==> src/rtl/core/jssd_pkg.sv <==
// shared types, codes and coil table for the joystick half-step stepper driver
package jssd_pkg;

	localparam int unsigned THR_W   = 10;
	localparam int unsigned LEN_W   = 16;
	localparam int unsigned COIL_W  = 4;
	localparam int unsigned DIR_W   = 2;
	localparam int unsigned PHASE_W = 3;
	localparam int unsigned CFG_IDX_W = 2;

	localparam logic [THR_W-1:0] HIGH_THR_RST = 10'd600;
	localparam logic [THR_W-1:0] LOW_THR_RST  = 10'd400;
	localparam logic [LEN_W-1:0] MOVE_LEN_RST = 16'd227;

	localparam logic [CFG_IDX_W-1:0] CFG_HIGH_THR = 2'd0;
	localparam logic [CFG_IDX_W-1:0] CFG_LOW_THR  = 2'd1;
	localparam logic [CFG_IDX_W-1:0] CFG_MOVE_LEN = 2'd2;

	localparam logic FUNC_STICK = 1'b0;
	localparam logic FUNC_TICK  = 1'b1;

	localparam logic [DIR_W-1:0] DIR_CCW  = 2'd0;
	localparam logic [DIR_W-1:0] DIR_CW   = 2'd1;
	localparam logic [DIR_W-1:0] DIR_NONE = 2'd2;

	typedef struct packed {
		logic             func;
		logic [THR_W-1:0] stick_sample;
	} in_t;

	typedef struct packed {
		logic [COIL_W-1:0] coil_pattern;
		logic [DIR_W-1:0]  direction;
		logic [LEN_W-1:0]  steps_done;
		logic              moving;
	} out_t;

	typedef struct packed {
		logic [THR_W-1:0] high_threshold;
		logic [THR_W-1:0] low_threshold;
		logic [LEN_W-1:0] move_length;
	} cfg_t;

	function automatic logic [COIL_W-1:0] coil_of(input logic [PHASE_W-1:0] ph);
		logic [COIL_W-1:0] c;
		begin
			case (ph)
				3'd0:    c = 4'h1;
				3'd1:    c = 4'h3;
				3'd2:    c = 4'h2;
				3'd3:    c = 4'h6;
				3'd4:    c = 4'h4;
				3'd5:    c = 4'hC;
				3'd6:    c = 4'h8;
				default: c = 4'h9;
			endcase
			return c;
		end
	endfunction

endpackage

==> src/rtl/core/joystick_stepper_half_step_driver.sv <==
// top level of the joystick half-step stepper driver: registers, handshakes, engine
//
//   channel | signals                         | moves
//   --------+---------------------------------+------------------------------
//   in      | in_valid, in_ready, in_data     | one request: sample or tick
//   out     | out_valid, out_ready, out_data  | one result per request
//   cfg     | cfg_wr_en, cfg_index, cfg_data  | register write, no wait
//
// a request enters the input register at its accepting edge, the engine updates
// state and the result register loads when the request advances, which needs the
// result register empty or being read: one request per cycle throughput unless stalled
// when the result register is held, one more request is taken into the input
// register and waits there
// reset restores thresholds 600 and 400, move length 227, no direction, phase A
module joystick_stepper_half_step_driver (
	input  logic                               clk,
	input  logic                               arst_n,
	input  logic                               in_valid,
	output logic                               in_ready,
	input  jssd_pkg::in_t                      in_data,
	output logic                               out_valid,
	input  logic                               out_ready,
	output jssd_pkg::out_t                     out_data,
	input  logic                               cfg_wr_en,
	input  logic [jssd_pkg::CFG_IDX_W-1:0]     cfg_index,
	input  logic [jssd_pkg::LEN_W-1:0]         cfg_data
);
	import jssd_pkg::*;

	logic  valid_s1;
	in_t   req_s1;
	logic  advance;
	cfg_t  cfg_q;
	out_t  res;
	logic  out_valid_q;
	out_t  out_data_q;

	assign advance  = valid_s1 && (!out_valid_q || out_ready);
	assign in_ready = !valid_s1 || advance;

	always_ff @(posedge clk or negedge arst_n) begin
		if (!arst_n) begin
			valid_s1 <= 1'b0;
		end else if (in_ready) begin
			valid_s1 <= in_valid;
		end
	end

	always_ff @(posedge clk) begin
		if (in_ready && in_valid) begin
			req_s1 <= in_data;
		end
	end

	always_ff @(posedge clk or negedge arst_n) begin
		if (!arst_n) begin
			cfg_q.high_threshold <= HIGH_THR_RST;
			cfg_q.low_threshold  <= LOW_THR_RST;
			cfg_q.move_length    <= MOVE_LEN_RST;
		end else if (cfg_wr_en) begin
			unique case (cfg_index)
				CFG_HIGH_THR: cfg_q.high_threshold <= cfg_data[THR_W-1:0];
				CFG_LOW_THR:  cfg_q.low_threshold  <= cfg_data[THR_W-1:0];
				CFG_MOVE_LEN: cfg_q.move_length    <= cfg_data;
				default: ;
			endcase
		end
	end

	jssd_engine u_engine (
		.clk     (clk),
		.arst_n  (arst_n),
		.advance (advance),
		.req     (req_s1),
		.cfg     (cfg_q),
		.res     (res)
	);

	always_ff @(posedge clk or negedge arst_n) begin
		if (!arst_n) begin
			out_valid_q <= 1'b0;
		end else if (advance) begin
			out_valid_q <= 1'b1;
		end else if (out_ready) begin
			out_valid_q <= 1'b0;
		end
	end

	always_ff @(posedge clk) begin
		if (advance) begin
			out_data_q <= res;
		end
	end

	assign out_valid = out_valid_q;
	assign out_data  = out_data_q;

endmodule

==> src/rtl/core/jssd_engine.sv <==
// joystick mode machine, step counter and phase sequencer with result logic
module jssd_engine (
	input  logic           clk,
	input  logic           arst_n,
	input  logic           advance,
	input  jssd_pkg::in_t  req,
	input  jssd_pkg::cfg_t cfg,
	output jssd_pkg::out_t res
);
	import jssd_pkg::*;

	typedef enum logic [2:0] {
		MODE_IDLE   = 3'd0,
		MODE_RIGHT  = 3'd1,
		MODE_LEFT   = 3'd2,
		MODE_CENTRE = 3'd3,
		MODE_WAIT   = 3'd4
	} mode_t;

	mode_t              mode_q, mode_n;
	logic [DIR_W-1:0]   dir_q, dir_n;
	logic [LEN_W-1:0]   tgt_q, tgt_n;
	logic [LEN_W-1:0]   cnt_q, cnt_n;
	logic [PHASE_W-1:0] ph_q, ph_n;

	always_comb begin
		mode_n = mode_q;
		dir_n  = dir_q;
		tgt_n  = tgt_q;
		cnt_n  = cnt_q;
		ph_n   = ph_q;
		if (req.func == FUNC_STICK) begin
			unique case (mode_q)
				MODE_IDLE: begin
					if (req.stick_sample > cfg.high_threshold) begin
						mode_n = MODE_RIGHT;
					end else if (req.stick_sample < cfg.low_threshold) begin
						mode_n = MODE_LEFT;
					end
				end
				MODE_RIGHT, MODE_LEFT: mode_n = MODE_WAIT;
				MODE_WAIT: begin
					if (req.stick_sample > cfg.low_threshold &&
							req.stick_sample < cfg.high_threshold) begin
						mode_n = MODE_CENTRE;
					end
				end
				MODE_CENTRE: mode_n = MODE_IDLE;
				default: mode_n = mode_q;
			endcase
			case (mode_n)
				MODE_RIGHT: begin
					dir_n = DIR_CW;
					tgt_n = cfg.move_length;
				end
				MODE_LEFT: begin
					dir_n = DIR_CCW;
					tgt_n = cfg.move_length;
				end
				MODE_CENTRE: begin
					if (dir_q == DIR_CW) begin
						dir_n = DIR_CCW;
						tgt_n = cfg.move_length;
					end else if (dir_q == DIR_CCW) begin
						dir_n = DIR_CW;
						tgt_n = cfg.move_length;
					end
				end
				default: ;
			endcase
		end else if (dir_q == DIR_CW || dir_q == DIR_CCW) begin
			if (cnt_q != tgt_q) begin
				cnt_n = cnt_q + 16'd1;
				ph_n  = (dir_q == DIR_CW) ? ph_q + 3'd1 : ph_q - 3'd1;
			end else begin
				cnt_n = '0;
				tgt_n = '0;
			end
		end
	end

	always_ff @(posedge clk or negedge arst_n) begin
		if (!arst_n) begin
			mode_q <= MODE_IDLE;
			dir_q  <= DIR_NONE;
			tgt_q  <= '0;
			cnt_q  <= '0;
			ph_q   <= '0;
		end else if (advance) begin
			mode_q <= mode_n;
			dir_q  <= dir_n;
			tgt_q  <= tgt_n;
			cnt_q  <= cnt_n;
			ph_q   <= ph_n;
		end
	end

	assign res.coil_pattern = coil_of(ph_n);
	assign res.direction    = dir_n;
	assign res.steps_done   = cnt_n;
	assign res.moving       = (cnt_n != tgt_n);

endmodule

==> config.mk <==
export PLATFORM = sky130hd
export DESIGN_NAME = joystick_stepper_half_step_driver
export DESIGN_NICKNAME = d
export VERILOG_FILES = /design/src/rtl/core/jssd_pkg.sv /design/src/rtl/core/joystick_stepper_half_step_driver.sv /design/src/rtl/core/jssd_engine.sv
export SDC_FILE = /design/constraint.sdc
export NUM_CORES = 1
export LEC_CHECK = 0
export ABC_AREA = 1
export BUFFER_PORTS_ARGS = -buffer_cell sky130_fd_sc_hd__buf_4
export CAP_MARGIN = 15
export CORE_MARGIN = 2
export CORE_UTILIZATION = 65
export DETAILED_ROUTE_END_ITERATION = 8
export PLACE_DENSITY_LB_ADDON = 0.3
export SLEW_MARGIN = 20
export SYNTH_ARGS = -nofsm -noshare
export SYNTH_HDL_FRONTEND = slang
export SYNTH_SLANG_ARGS = --single-unit
==> constraint.sdc <==
create_clock -name clk -period 4.5 [get_ports clk]
set_clock_uncertainty 0.05 [all_clocks]
set_input_delay 0.225 -clock clk [delete_from_list [all_inputs] [get_ports clk]]
set_output_delay 0.225 -clock clk [all_outputs]
set_load 0.01 [all_outputs]
Yosys cells after proc, flatten, opt, wreduce, memory -nomap -nowiden
Cells that the tools add are included.

$add $sub $neg: 3. Multipliers: 0. Div/mod/pow operators: 0. Magnitude comparators: 4. Eq/ne operators: 18. Shift operators: 0. Muxes and demuxes: 25. Bitwise operators: 1. Reductions and logical operators: 19.

Operators by type and width (number): 2-to-1 mux 16 bit (8); != test 16 bit (2); case mux 16 bit (2 select lines) (1); case mux 4 bit (7 select lines) (1); 2-to-1 mux 3 bit (8); > comparator 10 bit (2); less-than comparator 10 bit (2); == test 3 x 2 -> 1 bit (second input constant) (6); adder 16 x 1 -> 16 bit (second input constant) (1); == test 3 bit (second input constant) (4); case mux 3 bit (4 select lines) (1); == test 3 x 1 -> 1 bit (second input constant) (3); AND reduction 2 bit (4); zero test 3 bit (2); 2-to-1 mux 2 bit (3); case mux 2 bit (3 select lines) (1); == test 2 x 1 -> 1 bit (second input constant) (2); zero test 2 bit (2); OR reduction 2 bit (2); adder 3 x 1 -> 3 bit (second input constant) (1); logical AND 1 bit (3); logical OR 1 bit (3); subtractor 3 x 1 -> 3 bit (second input constant) (1); == test 2 bit (second input constant) (1); 4 further kinds (6).

Register bits: 112. Latch bits: 0. Bits in writable memories: 0. Bits in read-only memories: 0. Input port bits: 34. Output and inout bits: 25. Logic and storage cells: 86. Memories kept: 0.

Longest topological paths before layout
Word-level depth: 10. Gate-level depth with buffers: 22. Depth with buffers taken out: 22.

Modules after synthesis
From an unflattened synthesis, not the netlist that was laid out.

Cell total of the unflattened synthesis: 896. Area total of the unflattened synthesis: 6884.1 um^2.

Modules (own cells, without submodules): jssd_engine (instances 1, cells each 690, area an instance 4277.9 um^2, seq. area each 1002.2 um^2); joystick_stepper_half_step_driver (instances 1, cells each 206, area an instance 2606.2 um^2, seq. area each 1986.9 um^2).

Least setup slack after synthesis
No wires, ideal clock.

Path type: reg2reg. Start: register cfg_q[35] (netlist bit). End: register out_data_q (netlist bit out_data[0]), data pin. Library setup time: 254 ps. Arrival: 2261 ps. Required time: 4196 ps. Path slack: 1935 ps. Cell stages (with the launch flop): 19. Path buffers: 1. Clock period less this slack: 2565 ps. Cell sequence: dfstp_2 > inv_1 > ha_1 > a21o_1 > nor2_1 > nand3_2 > nand2_1 > nand2_2 > nand2_4 > buf_4 > nand2_1 > nand3_1 > nand2_1 > nand2_1 > nand2_1 > nor2_1 > nand2_1 > nor2_1 > nand2_1.

RTL lines: start: declaration (line joystick_stepper_half_step_driver.sv:33) `cfg_t cfg_q;`; end signal: assignment (line joystick_stepper_half_step_driver.sv:91) `out_data_q <= res;`; end: declaration (line joystick_stepper_half_step_driver.sv:36) `out_t out_data_q;`.

==> impl_metrics.ini <==
[run_status]
status = complete, no violations

[die]
die_area_mm2 = 0.0109
initial_core_util_pct = 67.0
io_pins = 59
core.rowCount = 36
coreArea_mm2 = 0.00977
die_w_um = 104
chipHeight_um = 104

[worst_setup_path]
startpoint = cfg_q[35]
rr_worst_depth = 17
r2r_end = out_data[0]
cp.arrival_ps = 3470
cp-end-kind = register
cp_max_fo = 25
start_kind = register
r2r_start = cfg_q[35]
criticalPathCategory = register to register
cp.required_ps = 4610
rrSetupSlack_ps = 1150

[synthesis]
synth_compound_area_share_pct = 8.91
ys_types = 42
ys_top_cells_by_area = dfrtp_1 (25%), edfxtp_1 (16%), nand2_1 (13%), o21ai_0 (7.6%), inv_1 (6.5%)
yosys.cell_count.top_type = nand2_1
synth.area.mux_share_pct = 2.56
synth_edf_count = 34
yosys.area_share.simple_pct = 26.0
synth_top_area_share_pct = 24.8
synth_xor_area_share_pct = 3.21
synth_common_cells = nand2_1 (232), inv_1 (113), o21ai_0 (100), dfrtp_1 (65), nand3_1 (57)
synth_top_flop_cell = dfrtp_1
ys_ff_latch = 112
ys_warn_count = 0
syn_nets = 883
synth_area_leader_cell = dfrtp_1
synthCells = 825
async_flop_share_pct = 69.6
synth_area_mm2 = 0.00655
ys_seq_area_share_pct = 45.7
synthAdderAreaFrac_pct = 4.70
syn-mean-instance-area_um2 = 7.93
synth_top_family_by_area = simple AND/OR/NAND/NOR gates

[power_and_ir_drop]
power_mw = 3.62
p_clk_share_pct = 16.1
p_leak_nw = 3.68
p_int_mw = 2.09
netSwitchingPower_mw = 1.52
pwr-share-comb_pct = 40.8
p_seq_share_pct = 43.1
powerDensity_mw_per_mm2 = 488
netSwitchingFraction_pct = 42.1
worst_ir_drop_vdd_mv = 0.385

[place]
port_buffers = 58
place_congestion = 0.902
hpwl_um = 11300
placed_area_mm2 = 0.00703
dpl_worst_slack_ps = 1220

[sta]
rsz0062_at_grt = false
finalHoldViolCount = 0
maxSlewViolCount = 0
setup_viol = 0
layout_min_cycle_time_ps = 3350
tns_ps = 0
setup_slack_ps = 1150
slew_headroom_pct = 39.0
max_freq_mhz = 298
period_share_pct = 74.5
worst_pin_slew_ps = 913

[worst_hold_path]
hold_class = primary input to register
holdPathStages = 4
min_from = out_ready
holdPathEnd = out_valid

[clock_tree]
cts_tree = yes
clock-sinks = 112
cts_htree_levels = 3
ctsRootBufferMaster = clkbuf_8
clock_path_buffers = 2
cts-buffers-inserted = 9
insertion_delay_ps = 400
cts.clk_slew.worst_paths_ps = 110
postCtsSetupBuffers = 0

[final_layout]
antenna_cells = 0
register_area_mm2 = 0.00299
fin_area_mm2 = 0.00740
n_fill_cell = 691
post-route-util_pct = 75.7
nNetsFinal = 945
area_growth_pct = 13.1
layout-drive-gt1-share_pct = 13.8
multi_input_area_mm2 = 0.00297

[drt]
wire_per_inst_um = 15.4
wirelength_um = 15800
num_vias = 5723
drcViolationCount = 0
drt-vias-per-instance = 5.58
drt_iter0_markers = 418
ant_nets = 0
drtPass1Iterations = 5

[grt]
grt.total_usage_pct = 30.6
grt_pass1_wl_um = 26200
grt_max_degree = 79
gr-total-overflow = 0
antenna_found_initial = 0
grt_pass1_vias = 5535

[run]
cap_viol_max_count = 0
[power groups by stage]
stage	sequential, mW	combinational, mW	clock [mW]
after floorplan	1.51	1.07	0
after global placement	1.55	1.38	0
after detailed placement	1.57	1.44	0
after CTS	1.55	1.46	0.589
after global routing	1.58	1.67	0.633
final	1.56	1.47	0.582
[through the flow]
step	std cells	hold slack [ps]
CTS	1023	0.719
global placement	990	353
finish	1025	38.1
global route	1025	46.1
detailed placement	990	354
floorplan	825	-121
[layer usage]
metal,routed length (um),up-vias,track usage (%)
met1,6550,2699,39.3
met3,1080,28,6.20
met4,335,0,12.3
met2,7860,228,50.7
met5,0,-,0
li1,-,2768,-
[cells by family after synthesis]
| logic type | count (synthesis) |
|---|---|
| AND/OR/NAND/NOR | 388 |
| buffers and inverters | 148 |
| AO/OA/AOI/OAI | 113 |
| flip-flops | 112 |
| XOR/XNOR | 24 |
| adder cells (fa/ha/maj) | 24 |
| multiplexers | 16 |
[what timing repair did]
action	4_1_cts	5_1_grt
setup endpoints to repair	0	0
gates resized for setup	0	0
hold endpoints to repair	81	2
hold buffers	17	2
[cells in the final DEF (no fill, tap or decap), types with 2 or more instances in the layout]
| master | netlist | final |
|---|---|---|
| nand2_1 | 232 | 232 |
| inv_1 | 113 | 113 |
| o21ai_0 | 100 | 100 |
| dfrtp_1 | 65 | 65 |
| buf_4 | 1 | 59 |
| nand3_1 | 57 | 57 |
| nor2_1 | 56 | 56 |
| edfxtp_1 | 34 | 34 |
| ha_1 | 23 | 23 |
| dlygate4sd3_1 | 0 | 19 |
| xnor2_1 | 13 | 13 |
| nand4_1 | 13 | 13 |
| dfstp_2 | 13 | 13 |
| xor2_1 | 11 | 11 |
| mux2i_1 | 10 | 10 |
| clkbuf_8 | 0 | 9 |
| inv_2 | 6 | 7 |
| a21oi_1 | 6 | 6 |
| nor3_1 | 6 | 6 |
| mux2_2 | 6 | 6 |
| nor2_4 | 5 | 5 |
| nor2_2 | 4 | 4 |
| nand3_2 | 4 | 4 |
| inv_6 | 0 | 4 |
| nor3_2 | 2 | 2 |
| nand2_2 | 2 | 2 |
| o21bai_1 | 2 | 2 |
| nand3b_1 | 2 | 2 |
| clkinv_4 | 0 | 2 |
[worst max path at each step]
stage | slack (ps) | end | cells past startpoint
after floorplan | 1940 | out_data[0] | 18
after global placement | 1340 | out_data[0] | 17
after detailed placement | 1220 | out_data[0] | 17
after CTS | 1190 | out_data[0] | 17
after global routing | 870 | out_data[0] | 17
final | 1150 | out_data[0] | 17
[worst max-delay path: stages (launching register included)]
cell,delay (ps)
dfstp_2,550
inv_1,40
ha_1,280
a21o_1,190
nor2_1,190
nand2_1,70
nor2_1,110
nand4_2,490
inv_1,330
nor2_4,80
nand2_1,60
nand3_1,140
nand3_1,100
nand2_1,60
nor2_1,130
nand2_1,70
nor2_1,110
nand2_1,60
[flip-flops by register name, summed over array words and instances, names as in the netlist]
signal           cells
cfg_q               36
out_data            23
out_valid            1
req_s1              11
u_engine.cnt_q      16
u_engine.dir_q       2
u_engine.mode_q      3
u_engine.ph_q        3
u_engine.tgt_q      16
valid_s1             1
[cell type report]
| type | instances | area share (%) |
|---|---|---|
| Timing Repair Buffer | 79 | 8.70 |
| Clock inverter | 6 | 0.710 |
| Multi-Input combinational cell | 565 | 40.2 |
| Clock buffer | 10 | 1.72 |
| Inverter | 120 | 6.08 |
| Tap cell | 133 | 2.25 |
| Sequential cell | 112 | 40.4 |
(Power assumes the default switching activity.)
